## config.mk

```make
export PLATFORM = sky130hd
export DESIGN_NAME = dar_ctrl
export DESIGN_NICKNAME = d
export VERILOG_FILES = /design/src/rtl/device_address_registry_defines.svh /design/src/rtl/dar_pkg.sv /design/src/rtl/dar_ctrl.sv
export SDC_FILE = /design/constraint.sdc
export NUM_CORES = 1
export LEC_CHECK = 0
export BUFFER_PORTS_ARGS = -buffer_cell sky130_fd_sc_hd__clkbuf_2
export CELL_PAD_IN_SITES_DETAIL_PLACEMENT = 1
export CELL_PAD_IN_SITES_GLOBAL_PLACEMENT = 2
export CORE_MARGIN = 2
export CORE_UTILIZATION = 35
export DETAILED_ROUTE_END_ITERATION = 8
export HOLD_SLACK_MARGIN = 0.1
export PLACE_DENSITY_LB_ADDON = 0.1
export SETUP_SLACK_MARGIN = 0.05
export SLEW_MARGIN = 20
export SYNTH_ARGS = -nofsm -noshare
export SYNTH_HDL_FRONTEND = slang
export SYNTH_SLANG_ARGS = --single-unit
```

## constraint.sdc

```tcl
create_clock -name clk -period 21.3 [get_ports clk]
set_input_delay 1.065 -clock clk [delete_from_list [all_inputs] [get_ports clk]]
set_output_delay 1.065 -clock clk [all_outputs]
set_load 0.1 [all_outputs]
```

## src/rtl/device_address_registry_defines.svh

```systemverilog
// Assertion macros for the device address registry.
// Used by the top level; expects clk and arst_n in scope.
`ifndef DEVICE_ADDRESS_REGISTRY_DEFINES_SVH
`define DEVICE_ADDRESS_REGISTRY_DEFINES_SVH

// same-cycle implication, disabled during reset
`define DAR_ASSERT_SAME(lbl, ante, cons, msg) \
	lbl: assert property (@(posedge clk) disable iff (!arst_n) (ante) |-> (cons)) \
		else $error(msg);

// next-cycle implication, disabled during reset
`define DAR_ASSERT_NEXT(lbl, ante, cons, msg) \
	lbl: assert property (@(posedge clk) disable iff (!arst_n) (ante) |=> (cons)) \
		else $error(msg);

`endif

```

## src/rtl/dar_pkg.sv

```systemverilog
// Package for the device address registry: payload types, codes and
// percent/level conversion functions. No dependencies.
package dar_pkg;

	localparam int MAX_ENTRIES_DEF = 16;
	localparam int ADDR_W          = 64;
	localparam int LEVEL_W         = 8;
	localparam int PCT_W           = 7;
	localparam int PCT_RST         = 100;
	localparam int PCT_MAX         = 100;
	localparam int LEVEL_FULL      = 255;
	localparam int PCT_ROUND       = 50;
	localparam int LEVEL_ROUND     = 127;
	// floor(y/100) == (y*5243) >> 19 for y below 43000
	localparam int RECIP_100       = 5243;
	localparam int RECIP_100_SHIFT = 19;

	typedef enum logic [2:0] {
		OP_ADD    = 3'd0,
		OP_FIND   = 3'd1,
		OP_REMOVE = 3'd2,
		OP_GET    = 3'd3,
		OP_SET    = 3'd4
	} op_t;

	typedef enum logic [2:0] {
		ST_ADDED     = 3'd0,
		ST_OK        = 3'd1,
		ST_NOT_FOUND = 3'd2,
		ST_FULL      = 3'd3,
		ST_NULL      = 3'd4,
		ST_BAD_INDEX = 3'd5
	} status_t;

	typedef struct packed {
		logic [2:0]        opcode;
		logic [ADDR_W-1:0] device_addr;
		logic [3:0]        entry_index;
		logic [7:0]        brightness_pct;
	} req_t;

	typedef struct packed {
		logic [2:0]         status;
		logic [3:0]         found_index;
		logic [ADDR_W-1:0]  entry_addr;
		logic [LEVEL_W-1:0] entry_level;
		logic [PCT_W-1:0]   entry_pct;
		logic [4:0]         entry_count;
	} rsp_t;

	typedef logic [PCT_W-1:0] cfg_t;

	// table write strobes and data
	typedef struct packed {
		logic               addr_we;
		logic               level_we;
		logic [ADDR_W-1:0]  addr;
		logic [LEVEL_W-1:0] level;
	} tbl_wr_t;

	function automatic logic [PCT_W-1:0] sat_pct(input logic [7:0] p);
		return (p > 8'(PCT_MAX)) ? PCT_W'(PCT_MAX) : p[PCT_W-1:0];
	endfunction

	// (pct*255 + 50) / 100, pct already saturated
	function automatic logic [LEVEL_W-1:0] pct_to_level(input logic [PCT_W-1:0] pct);
		logic [14:0] y;
		logic [27:0] p;
		y = 15'(pct) * 15'(LEVEL_FULL) + 15'(PCT_ROUND);
		p = 28'(y) * 28'(RECIP_100);
		return p[RECIP_100_SHIFT +: LEVEL_W];
	endfunction

	// (level*100 + 127) / 255; x/255 == (x + 1 + (x>>8)) >> 8 for 16-bit x
	function automatic logic [PCT_W-1:0] level_to_pct(input logic [LEVEL_W-1:0] lv);
		logic [15:0] x;
		logic [16:0] s;
		x = 16'(lv) * 16'(PCT_MAX) + 16'(LEVEL_ROUND);
		s = 17'(x) + 17'd1 + 17'(x[15:8]);
		return s[14:8];
	endfunction

endpackage

```

## src/rtl/dar_ctrl.sv

```systemverilog
// Sequencer of the registry: scans, shifts and updates the table one entry
// per cycle through a single comparator. Uses dar_pkg.
module dar_ctrl #(
	parameter int MAX_ENTRIES = dar_pkg::MAX_ENTRIES_DEF,
	parameter int AW          = (MAX_ENTRIES > 1) ? $clog2(MAX_ENTRIES) : 1
) (
	input  logic                        clk,
	input  logic                        arst_n,
	input  logic                        req_valid,
	output logic                        req_ready,
	input  dar_pkg::req_t               req_data,
	input  dar_pkg::cfg_t               default_pct,
	input  logic                        slot_free,
	output logic                        done,
	output dar_pkg::rsp_t               result,
	output logic [AW-1:0]               raddr,
	output logic [AW-1:0]               waddr,
	output dar_pkg::tbl_wr_t            wr,
	input  logic [dar_pkg::ADDR_W-1:0]  rd_addr,
	input  logic [dar_pkg::LEVEL_W-1:0] rd_level
);
	import dar_pkg::*;

	localparam int CW   = $clog2(MAX_ENTRIES + 1);
	localparam int CMPW = (CW > 4) ? CW : 4;

	typedef enum logic [7:0] {
		S_IDLE  = 8'b0000_0001,
		S_PREP  = 8'b0000_0010,
		S_SCAN  = 8'b0000_0100,
		S_READ  = 8'b0000_1000,
		S_CAPT  = 8'b0001_0000,
		S_SHIFT = 8'b0010_0000,
		S_CONV  = 8'b0100_0000,
		S_FIN   = 8'b1000_0000
	} state_t;

	state_t             state_q;
	logic [2:0]         op_q;
	logic [ADDR_W-1:0]  addr_q;
	logic [3:0]         idx_q;
	logic [PCT_W-1:0]   pct_q;
	logic [LEVEL_W-1:0] level_new_q;
	logic [CW-1:0]      count_q;
	logic [CW-1:0]      rd_ptr_q;
	logic               cmp_vld_q;
	logic [AW-1:0]      cmp_idx_q;
	logic               sh_vld_q;
	logic [AW-1:0]      sh_wr_q;
	rsp_t               res_q;

	logic          match;
	logic          more;
	logic          full;
	logic          idx_ok;
	logic [CW-1:0] idx_cw;
	logic          add_wr;
	status_t       prep_status;

	assign idx_cw = CW'(idx_q);
	assign idx_ok = CMPW'(idx_q) < CMPW'(count_q);
	assign match  = cmp_vld_q && (rd_addr == addr_q);
	assign more   = rd_ptr_q < count_q;
	assign full   = count_q == CW'(MAX_ENTRIES);
	// append on a miss at the end of an add scan, unless the table is full
	assign add_wr = (state_q == S_SCAN) && !match && !more && (op_q == OP_ADD) && !full;
	// status preset in PREP: null address on an add, bad index otherwise
	assign prep_status = ((op_q == OP_ADD) && (addr_q == '0)) ? ST_NULL : ST_BAD_INDEX;

	assign req_ready = (state_q == S_IDLE);
	assign done      = (state_q == S_FIN) && slot_free;

	always_comb begin
		result             = res_q;
		result.entry_count = 5'(count_q);
	end

	// table port steering
	always_comb begin
		raddr = rd_ptr_q[AW-1:0];
		waddr = '0;
		wr    = '0;
		if (state_q == S_READ) begin
			raddr = idx_cw[AW-1:0];
			if (op_q == OP_SET) begin
				waddr       = idx_cw[AW-1:0];
				wr.level_we = 1'b1;
				wr.level    = level_new_q;
			end
		end else if (add_wr) begin
			waddr       = count_q[AW-1:0];
			wr.addr_we  = 1'b1;
			wr.level_we = 1'b1;
			wr.addr     = addr_q;
			wr.level    = level_new_q;
		end else if ((state_q == S_SHIFT) && sh_vld_q) begin
			waddr       = sh_wr_q;
			wr.addr_we  = 1'b1;
			wr.level_we = 1'b1;
			wr.addr     = rd_addr;
			wr.level    = rd_level;
		end
	end

	always_ff @(posedge clk or negedge arst_n) begin
		if (!arst_n) begin
			state_q   <= S_IDLE;
			count_q   <= '0;
			cmp_vld_q <= 1'b0;
			sh_vld_q  <= 1'b0;
		end else begin
			unique case (state_q)
				S_IDLE: begin
					if (req_valid) begin
						op_q   <= req_data.opcode;
						addr_q <= req_data.device_addr;
						idx_q  <= req_data.entry_index;
						pct_q  <= (req_data.opcode == OP_SET) ?
							sat_pct(req_data.brightness_pct) : sat_pct({1'b0, default_pct});
						state_q <= S_PREP;
					end
				end
				S_PREP: begin
					level_new_q <= pct_to_level(pct_q);
					res_q       <= '{status: prep_status, default: '0};
					rd_ptr_q    <= '0;
					cmp_vld_q   <= 1'b0;
					sh_vld_q    <= 1'b0;
					unique case (op_q)
						OP_ADD: begin
							if (addr_q == '0) begin
								state_q <= S_FIN;
							end else begin
								state_q <= S_SCAN;
							end
						end
						OP_FIND: state_q <= S_SCAN;
						OP_REMOVE, OP_GET, OP_SET: state_q <= idx_ok ? S_READ : S_FIN;
						default: state_q <= S_FIN;
					endcase
				end
				S_SCAN: begin
					// read of entry i overlaps the compare of entry i-1
					if (match) begin
						res_q.status      <= ST_OK;
						res_q.found_index <= 4'(cmp_idx_q);
						res_q.entry_addr  <= rd_addr;
						res_q.entry_level <= rd_level;
						cmp_vld_q         <= 1'b0;
						state_q           <= S_CONV;
					end else if (more) begin
						rd_ptr_q  <= rd_ptr_q + 1'b1;
						cmp_vld_q <= 1'b1;
						cmp_idx_q <= rd_ptr_q[AW-1:0];
					end else begin
						cmp_vld_q <= 1'b0;
						if (op_q != OP_ADD) begin
							res_q.status <= ST_NOT_FOUND;
							state_q      <= S_FIN;
						end else if (full) begin
							res_q.status <= ST_FULL;
							state_q      <= S_FIN;
						end else begin
							res_q.status      <= ST_ADDED;
							res_q.found_index <= 4'(count_q);
							res_q.entry_addr  <= addr_q;
							res_q.entry_level <= level_new_q;
							count_q           <= count_q + 1'b1;
							state_q           <= S_CONV;
						end
					end
				end
				S_READ: begin
					rd_ptr_q <= idx_cw + 1'b1;
					state_q  <= S_CAPT;
				end
				S_CAPT: begin
					res_q.status      <= ST_OK;
					res_q.found_index <= idx_q;
					res_q.entry_addr  <= rd_addr;
					res_q.entry_level <= (op_q == OP_SET) ? level_new_q : rd_level;
					state_q           <= (op_q == OP_REMOVE) ? S_SHIFT : S_CONV;
				end
				S_SHIFT: begin
					// read entry i+2 while writing entry i+1, fetched last cycle, down to i
					if (more) begin
						rd_ptr_q <= rd_ptr_q + 1'b1;
						sh_vld_q <= 1'b1;
						sh_wr_q  <= AW'(rd_ptr_q - 1'b1);
					end else begin
						sh_vld_q <= 1'b0;
						count_q  <= count_q - 1'b1;
						state_q  <= S_CONV;
					end
				end
				S_CONV: begin
					res_q.entry_pct <= level_to_pct(res_q.entry_level);
					state_q         <= S_FIN;
				end
				S_FIN: begin
					if (slot_free) begin
						state_q <= S_IDLE;
					end
				end
				default: state_q <= S_IDLE;
			endcase
		end
	end

endmodule
```

==> flow_metrics.py, run 1 <==
metrics = {
    "clocking": {
        "cts_max_level": 4,
        "clockBufferDepth": 2,
        "clkSinkCount": 200,
        "cts-root-buf": "clkbuf_16",
        "clk_pin_slew_ns": 0.07,
        "cts_tree": "done",
        "cts.repair.resized": 0,
        "ctsHoldBuffers": 0,
        "cts_buffers": 17,
        "clk_latency_ns": 0.47,
        "cts_setup_buffers": 0,
    },
    "timing": {
        "finalSetupViolations": 0,
        "setup_tns_ns": 0,
        "rsz0062_at_grt": "false",
        "clock.fmax_mhz": 103.6,
        "finalHoldViolations": 0,
        "worst_slew_pin_slew_ns": 1.050,
        "drv_slew": 0,
        "period_share_pct": 45.31,
        "slew_headroom_pct": 29.97,
        "setup_ws_ns": 11.65,
        "hold-worst-slack_ns": 0.5088,
        "finClkSkew_ns": 0.01570,
        "period_minus_slack_ns": 9.652,
    },
    "synth": {
        "synth_compound_area_share_pct": 14.96,
        "synth-edff-count": 185,
        "ys_types": 74,
        "ys_seq_elements": 200,
        "synth_xor_area_share_pct": 7.088,
        "synthFlopType": "edfxtp_1",
        "synth_cells": 1389,
        "synth-adder-area-share_pct": 25.11,
        "synth-seq-area-share_pct": 37.80,
        "synth.net_count": 1815,
        "ys_warn_count": 0,
        "netlist_area_sq_um": 15690,
        "ys_async_sr_fraction_pct": 7.500,
        "synth_top_family_by_area": "adder cells",
        "syn_avg_cell_area_sq_um": 11.30,
        "synthSimpleGateAreaFrac_pct": 8.650,
        "muxShareOfSynthArea_pct": 0.4544,
    },
    "floorplanning": {
        "die-height_um": 215.8,
        "initial_core_util_pct": 35.49,
        "dieArea_sq_um": 46550,
        "pin_count": 337,
        "fp.dieW_um": 215.8,
        "core-area_sq_um": 44220,
        "rows": 77,
    },
    "final_layout": {
        "utilization_pct": 42.20,
        "area_growth_pct": 18.90,
        "layout-drive-gt1-share_pct": 22.98,
        "final_net_count": 2149,
    },
    "route": {
        "drt-total-wl_um": 52390,
        "drt-initial-drc-count": 740,
        "vias": 12276,
        "antenna_left": 0,
        "drc": 0,
        "avgViaCountPerCell": 5.271,
        "firstDrtPassIters": 5,
        "post_drt_wl_per_cell_um": 22.49,
    },
    "global_routing": {
        "grt_pass1_vias": 12691,
        "grtUsageTotal_pct": 22.52,
        "grt_max_degree": 73,
        "antenna_found_initial": 5,
        "grt_pass1_wl_um": 78810,
        "grt_overflow_total": 0,
    },
    "critical_path": {
        "r2r_cells": 31,
        "slowest_delay_ns": 0.67,
        "worst-setup-path-type": "reg -> reg",
        "critPathRequiredTime_ns": 21.52,
        "critPathSlowestCell": "fa_1",
        "end_kind": "register",
        "path_common_cell": "fa_1",
        "path_max_fanout": 8,
        "arrival_ns": 9.87,
        "cp-start-kind": "register",
    },
    "place": {
        "portBuffers": 336,
        "gp_congestion": 0.8496,
        "dp_hpwl_um": 42350,
        "dp_slack_ns": 11.54,
    },
    "status": {
        "status": "finished, final reports clean",
    },
    "run": {
        "maxCapViolCount": 0,
    },
    "min_path": {
        "hold_path_depth": 2,
        "min-delay-path-class": "reg -> reg",
    },
}
## routing by layer
layer / part of all wire [%] / routed length, um / vias to the layer above / track usage [%]
met5: 0.084 / 44 / - / 0
met1: 45 / 23590 / 6176 / 30.06
met3: 5.1 / 2692 / 52 / 4.750
li1: - / - / 5736 / -
met4: 1.8 / 951 / 8 / 5.678
met2: 48 / 25110 / 304 / 37.21
## worst paths after layout
kind | slack (ns) | from | to
hold / removal | 0.51 | sh_vld_q | sh_vld_q
setup / recovery | 11.65 | pct_q[5] | level_new_q[7]
min in group asynchronous | 0.58 | arst_n | count_q[3]
max in group asynchronous | 20.33 | arst_n | state_q[4]
setup reg to reg | 11.65 | pct_q[5] | level_new_q[7]
hold reg to reg | 0.51 | sh_vld_q | sh_vld_q
## registers in the layout (all words and copies together) (netlist names)
signal / cells
rd_ptr_q: 5
sh_wr_q: 4
idx_q: 4
cmp_vld_q: 1
pct_q: 7
count_q: 5
state_q: 8
sh_vld_q: 1
level_new_q: 8
addr_q: 64
result: 86
cmp_idx_q: 4
op_q: 3
## through the flow
| stage | area, sq um | std cells |
|---|---|---|
| floorplan | 15690 | 1389 |
| global placement | 18060 | 2296 |
| detailed placement | 18060 | 2296 |
| CTS | 18660 | 2328 |
| global route | 18660 | 2329 |
| finish | 18660 | 2329 |
## cells in the final DEF (no fill, tap or decap), types with 14 or more instances in the layout
master,netlist,layout
nand3_1,19,19
a22o_1,148,148
nand2_1,50,50
a21o_1,20,20
xnor2_1,62,62
clkbuf_16,0,17
dfrtp_1,14,14
nor4_1,34,34
inv_1,201,201
fa_1,85,85
o21ai_0,28,28
clkbuf_2,0,336
nor3_1,18,17
nand4_1,15,15
xor2_1,65,65
nor2_1,42,42
edfxtp_1,185,185
a21oi_1,41,41
ha_1,179,179
## critical path, delay by kind of cell, from the launching register on
family | cells | cell delay [ns]
and+or+nand+nor | 4 | 0.62
adders and majority gates | 11 | 5.35
xor gates and xnor gates | 3 | 0.91
buffers and inverters | 6 | 0.39
DFF | 1 | 0.51
AOI/OAI and AO/OA | 7 | 1.64
## cells by family after synthesis
kind of cell               count (synthesis)
muxes                                      7
DFF                                      200
xor gates and xnor gates                 127
adders and majority gates                264
AOI/OAI and AO/OA                        306
and+or+nand+nor                          249
buffers and inverters                    236
## layout make-up
type / instances / area, sq um
Antenna cell: 1 / 2.502
Tap cell: 592 / 740.7
Inverter: 202 / 758.2
Sequential cell: 200 / 5932
Timing Repair Buffer: 349 / 1779
Fill cell: 4969 / 25560
Clock inverter: 14 / 168.9
Multi-Input combinational cell: 953 / 8850
Clock buffer: 18 / 429.2
## synthesized netlist by cell type (all sizes together), types with 3 or more instances
| cell | instances | area share (%) |
|---|---|---|
| and3 | 8 | 0.32 |
| a21boi | 6 | 0.29 |
| o21ba | 3 | 0.19 |
| a221o | 4 | 0.26 |
| o21a | 5 | 0.24 |
| or2 | 5 | 0.20 |
| and2 | 10 | 0.40 |
| dfrtp | 14 | 2.2 |
| xor2 | 65 | 3.6 |
| nand2 | 52 | 1.3 |
| nand3b | 4 | 0.19 |
| a31oi | 3 | 0.12 |
| a211oi | 6 | 0.29 |
| nand4 | 15 | 0.60 |
| clkbuf | 12 | 0.29 |
| a21oi | 41 | 1.3 |
| edfxtp | 185 | 35 |
| nand4b | 5 | 0.28 |
| and3b | 3 | 0.17 |
| o211ai | 5 | 0.24 |
| o31ai | 4 | 0.19 |
| or3 | 7 | 0.28 |
| a22o | 148 | 8.3 |
| o21ai | 29 | 0.92 |
| or4 | 3 | 0.17 |
| nor2b | 4 | 0.16 |
| ha | 179 | 14 |
| nand3 | 19 | 0.61 |
| xnor2 | 62 | 3.5 |
| o21bai | 3 | 0.14 |
| inv | 201 | 4.8 |
| nor3b | 9 | 0.46 |
| fa | 85 | 11 |
| nor2 | 43 | 1.1 |
| o22ai | 8 | 0.32 |
| buf | 22 | 0.81 |
| nor3 | 19 | 0.64 |
| mux2i | 6 | 0.38 |
| nand2b | 4 | 0.16 |
| nor4 | 34 | 1.4 |
| a21o | 20 | 0.96 |
Power of run 1 is not shown: default switching activity piles up to over one toggle a cycle in this logic, so the estimate is an artifact.
==> run 2, diff against run 1 <==
- clock period: 21.3 -> 9.9 ns (I/O delays scaled with it)
==> run 2 against run 1 <==
- cell count is essentially flat
- via count rose by 0.26%
- critical path type unchanged
- maximum frequency increased by 4.5%
- first-iteration DRC count shrank 8.0%
- critical path depth is 2 lower
- clock skew shrank 0.0064 ns
- sequential share of layout area about the same
==> flow_metrics.py, run 2 (synthesis gave the netlist of run 1 again) <==
metrics = {
    "clocking": {
        "clk_latency_ns": 0.47,
        "cts_tree": "done",
        "clk_pin_slew_ns": 0.08,
        "clkSinkCount": 200,
        "cts_setup_buffers": 0,
        "cts_buffers": 17,
        "clockBufferDepth": 2,
        "cts-root-buf": "clkbuf_16",
        "cts_max_level": 4,
    },
    "route": {
        "drt-total-wl_um": 52680,
        "post_drt_wl_per_cell_um": 22.60,
        "drc": 0,
        "avgViaCountPerCell": 5.280,
        "vias": 12308,
        "firstDrtPassIters": 5,
        "antenna_left": 0,
        "drt-initial-drc-count": 681,
    },
    "timing": {
        "period_minus_slack_ns": 9.234,
        "clock.fmax_mhz": 108.3,
        "slew_headroom_pct": 32.01,
        "finalSetupViolations": 0,
        "worst_slew_pin_slew_ns": 1.020,
        "finClkSkew_ns": 0.009351,
        "period_share_pct": 93.27,
        "setup_tns_ns": 0,
        "rsz0062_at_grt": "false",
        "finalHoldViolations": 0,
        "drv_slew": 0,
    },
    "place": {
        "portBuffers": 336,
        "gp_congestion": 0.8297,
        "dp_hpwl_um": 42370,
    },
    "run": {
        "maxCapViolCount": 0,
    },
    "global_routing": {
        "grt_overflow_total": 0,
        "grtUsageTotal_pct": 22.54,
        "grt_pass1_vias": 12651,
        "grt_max_degree": 73,
        "antenna_found_initial": 4,
        "grt_pass1_wl_um": 78840,
    },
    "min_path": {
        "min_to": "addr_q[29]",
        "hold_path_depth": 1,
        "min-delay-path-class": "in -> reg",
        "min_from": "req_data[41]",
    },
    "critical_path": {
        "path_max_fanout": 5,
        "critPathSlowestCell": "fa_1",
        "slowest_delay_ns": 0.66,
        "r2r_cells": 29,
        "ff2ff_setup_slack_ns": 0.67,
        "worst-setup-path-type": "reg -> reg",
        "critPathRequiredTime_ns": 10.12,
        "r2r-start": "pct_q[5]",
        "path_common_cell": "fa_1",
        "arrival_ns": 9.45,
        "cp-start-kind": "register",
        "end_kind": "register",
        "r2r_end": "level_new_q[7]",
    },
    "floorplanning": {
        "initial_core_util_pct": 35.49,
        "rows": 77,
        "fp.dieW_um": 215.8,
        "core-area_sq_um": 44220,
        "die-height_um": 215.8,
        "pin_count": 337,
        "dieArea_sq_um": 46550,
    },
    "final_layout": {
        "layout-drive-gt1-share_pct": 23.53,
        "final_net_count": 2151,
        "area_growth_pct": 18.99,
        "layout_commonest_cell": "clkbuf_2",
        "layout_common_cells": "clkbuf_2, inv_1, edfxtp_1",
        "largest_reg_flops": 86,
    },
    "status": {
        "status": "finished, final reports clean",
    },
}
[run 2: cell count changes in the layout (fill, tap and decap cells not counted), moves of 2 or more]
cell	delta
xnor2_1	-4
xnor2_2	+4
clkinv_4	+4
bufinv_16	-3
o21ai_0	-2
[run 2: cell type report]
cell class / instances / area [sq um]
Antenna cell: 1 / 2.502
Clock buffer: 17 / 425.4
Clock inverter: 15 / 120.1
Fill cell: 4951 / 25550
Inverter: 202 / 758.2
Multi-Input combinational cell: 953 / 8899
Sequential cell: 200 / 5932
Tap cell: 592 / 740.7
Timing Repair Buffer: 351 / 1797
[run 2: timing repair]
action,in CTS,in global routing
setup endpoints to repair,0,5
endpoints found under the hold margin,14,0
gates resized for setup,0,8
hold buffers,1,0
[run 2: worst max-delay path: cells and delay by family (launching register included)]
kind	cells	cell delay (ns)
XOR/XNOR	3	0.52
buffers and inverters	5	0.45
adder cells (fa/ha/maj)	10	5.02
flip-flops	1	0.51
AND/OR/NAND/NOR	3	0.75
AO/OA/AOI/OAI	8	1.73
[run 2: routing by layer]
layer | track usage (%) | vias up | share of wire [%]
li1 | - | 5733 | -
met1 | 30.73 | 6201 | 45
met2 | 36.78 | 315 | 48
met3 | 3.721 | 53 | 4.6
met4 | 6.759 | 6 | 2.3
met5 | 0 | - | 0.066
[run 2: worst max path at each step]
| stage | startpoint | slack [ns] | cells past startpoint | to |
|---|---|---|---|---|
| 6_report | pct_q[5] | 0.67 | 29 | level_new_q[7] |
| 5_1_grt | pct_q[5] | 0.10 | 32 | level_new_q[7] |
| 4_1_cts | pct_q[5] | 0.23 | 29 | level_new_q[7] |
| 3_5_place_dp | pct_q[5] | 0.26 | 29 | level_new_q[7] |
| 3_3_place_gp | pct_q[5] | 0.42 | 29 | level_new_q[7] |
| 2_1_floorplan | pct_q[5] | 1.02 | 31 | level_new_q[7] |
[run 2: through the flow]
step | util, % | hold slack, ns | instances | instance area, sq um | setup slack, ns
2_1_floorplan | - | 0.1994 | 1389 | 15690 | 1.020
3_3_place_gp | 40.86 | 0.4896 | 2297 | 18070 | 0.4201
3_5_place_dp | 40.86 | 0.4983 | 2297 | 18070 | 0.2624
4_1_cts | 42.11 | 0.1667 | 2330 | 18620 | 0.2349
5_1_grt | 42.23 | 0.1737 | 2331 | 18670 | 0.1009
6_report | 42.23 | 0.1948 | 2331 | 18670 | 0.6664
Power of run 2 is left out for the same reason.
==> run 3, diff against run 2 <==
- ABC_AREA: default -> 1
- CORE_UTILIZATION: 35 -> 34
==> run 3 against run 2 <==
- maximum frequency rose by 5.0%
- cell count increased by 33%
- cell area increased by 9.4%
- first-iteration DRC count rose by 28%
- non-clock buffer count fell by 5
- area after synthesis is 11% higher
==> flow_metrics.py, run 3 <==
metrics = {
    "route": {
        "avgViaCountPerCell": 5.037,
        "post_drt_wl_per_cell_um": 20.98,
        "antenna_left": 0,
        "drc": 0,
        "firstDrtPassIters": 5,
        "vias": 15634,
        "drt-initial-drc-count": 875,
        "drt-total-wl_um": 65130,
    },
    "clocking": {
        "clk_pin_slew_ns": 0.09,
        "clkSinkCount": 200,
        "cts_buffers": 17,
        "cts_max_level": 4,
        "clk_latency_ns": 0.51,
        "cts-root-buf": "clkbuf_16",
        "cts_setup_buffers": 0,
        "cts_tree": "done",
        "cts.repair.resized": 0,
        "clockBufferDepth": 2,
    },
    "global_routing": {
        "grt_pass1_vias": 16378,
        "grtUsageTotal_pct": 24.75,
        "grt_max_degree": 82,
        "antenna_found_initial": 11,
        "grt_overflow_total": 0,
        "grt_pass1_wl_um": 98560,
    },
    "run": {
        "maxCapViolCount": 0,
    },
    "floorplanning": {
        "pin_count": 337,
        "dieArea_sq_um": 53230,
        "die-height_um": 230.7,
        "fp.dieW_um": 230.7,
        "initial_core_util_pct": 34.21,
        "rows": 83,
        "core-area_sq_um": 51090,
    },
    "timing": {
        "finalHoldViolations": 0,
        "drv_slew": 0,
        "setup_tns_ns": 0,
        "finClkSkew_ns": 0.03414,
        "period_share_pct": 88.81,
        "rsz0062_at_grt": "false",
        "period_minus_slack_ns": 8.792,
        "finalSetupViolations": 0,
        "hold-worst-slack_ns": 0.1500,
        "clock.fmax_mhz": 113.7,
        "slew_headroom_pct": 36.94,
        "worst_slew_pin_slew_ns": 0.9436,
    },
    "critical_path": {
        "arrival_ns": 9.02,
        "worst-setup-path-type": "reg -> reg",
        "path_common_cell": "inv_1",
        "critPathRequiredTime_ns": 10.13,
        "slowest_delay_ns": 0.66,
        "end_kind": "register",
        "r2r-start": "pct_q[5]",
        "cp-start-kind": "register",
        "ff2ff_setup_slack_ns": 1.11,
        "startpoint": "pct_q[5]",
        "path_max_fanout": 7,
        "critPathSlowestCell": "fa_1",
    },
    "synth": {
        "synth_cells": 2085,
        "synthFlopType": "edfxtp_1",
        "synth.top_cells.by_count": "inv_1, nand2_1, edfxtp_1",
        "ys_warn_count": 0,
        "synth_largest_area_cell": "edfxtp_1",
        "synth.most_common_cell": "inv_1",
        "synth_top_family_by_area": "adder cells",
        "synth_compound_area_share_pct": 9.586,
        "synth-seq-area-share_pct": 33.94,
        "synth_top_area_share_pct": 31.79,
        "synth-adder-area-share_pct": 22.55,
        "synth-edff-count": 185,
        "ys_seq_elements": 200,
        "muxShareOfSynthArea_pct": 0,
        "syn_avg_cell_area_sq_um": 8.382,
        "ys_types": 48,
        "ys_async_sr_fraction_pct": 7.500,
        "netlist_area_sq_um": 17480,
        "synth.net_count": 2511,
        "synth_area_leaders": "edfxtp_1, ha_1, fa_1, inv_1, nand2_1",
        "synth_xor_area_share_pct": 4.102,
        "synthSimpleGateAreaFrac_pct": 19.08,
    },
    "final_layout": {
        "layout_common_cells": "inv_1, nand2_1, clkbuf_2",
        "final_net_count": 2829,
        "layout-drive-gt1-share_pct": 17.06,
        "layout_commonest_cell": "inv_1",
        "largest_reg_flops": 86,
        "area_growth_pct": 16.94,
    },
    "place": {
        "gp_congestion": 0.8655,
        "portBuffers": 336,
        "dp_hpwl_um": 53080,
    },
    "status": {
        "status": "finished, final reports clean",
    },
    "min_path": {
        "min-delay-path-class": "in -> reg",
        "min_from": "req_data[44]",
    },
}
[run 3: cell count changes after synthesis, sizes merged, moves of 12 or more]
cell,before,now
a21o,20,4
a22o,148,0
inv,201,422
nand2,52,407
nand3,19,70
nand4,15,70
nor2,43,185
nor4,34,10
o211ai,5,18
o21ai,29,127
o22ai,8,63
xnor2,62,28
xor2,65,53
[run 3: layer usage]
metal / vias up / GRT usage [%] / part of all wire (%)
li1: 7492 / - / -
met1: 7713 / 32.49 / 45
met2: 350 / 41.01 / 47
met3: 75 / 4.508 / 4.6
met4: 4 / 8.387 / 2.7
met5: - / 0 / 0.032
[run 3: kinds of logic after synthesis]
kind of cell,Yosys count
adder cells (fa/ha/maj),264
XOR/XNOR,81
AND/OR/NAND/NOR,777
buffers and inverters,471
AO/OA/AOI/OAI,292
flip-flops,200
[run 3: worst max-delay path, delay by kind of cell (launching register included)]
| family | cells | cell delay (ns) |
|---|---|---|
| adders and majority gates | 11 | 4.98 |
| and+or+nand+nor | 12 | 1.31 |
| xor gates and xnor gates | 2 | 0.81 |
| buffers and inverters | 8 | 0.62 |
| DFF | 1 | 0.51 |
| AOI/OAI and AO/OA | 2 | 0.26 |
[run 3: final timing paths]
path,endpoint,depth (start not counted)
setup / recovery,level_new_q[4],35
hold / removal,addr_q[32],1
setup reg to reg,level_new_q[4],35
hold reg to reg,cmp_idx_q[3],0
max in group asynchronous,state_q[0],2
min in group asynchronous,count_q[0],2
[run 3: final cells by class]
type | count | area [sq um]
Fill cell | 6257 | 30660
Multi-Input combinational cell | 1414 | 9693
Sequential cell | 200 | 5932
Timing Repair Buffer | 346 | 1759
Inverter | 424 | 1592
Tap cell | 680 | 850.8
Clock buffer | 17 | 425.4
Clock inverter | 14 | 162.7
Antenna cell | 9 | 22.52
[run 3: repair_timing]
| action | in CTS | in global routing |
|---|---|---|
| endpoints found under the hold margin | 14 | 0 |
| hold buffers | 1 | 0 |
| endpoints found under the setup margin | 0 | 0 |
[run 3: per-stage QoR]
step           worst slack, ns  std cells  util (%)  cell area (sq um)
6_report                 1.108       3104     40.00              20440
3_5_place_dp             1.040       3063     38.78              19820
4_1_cts                 0.9973       3095     39.95              20410
3_3_place_gp             1.251       3063     38.78              19820
5_1_grt                 0.4250       3103     39.99              20430
2_1_floorplan            1.863       2085         -              17480
Power of run 3 is left out for the same reason.
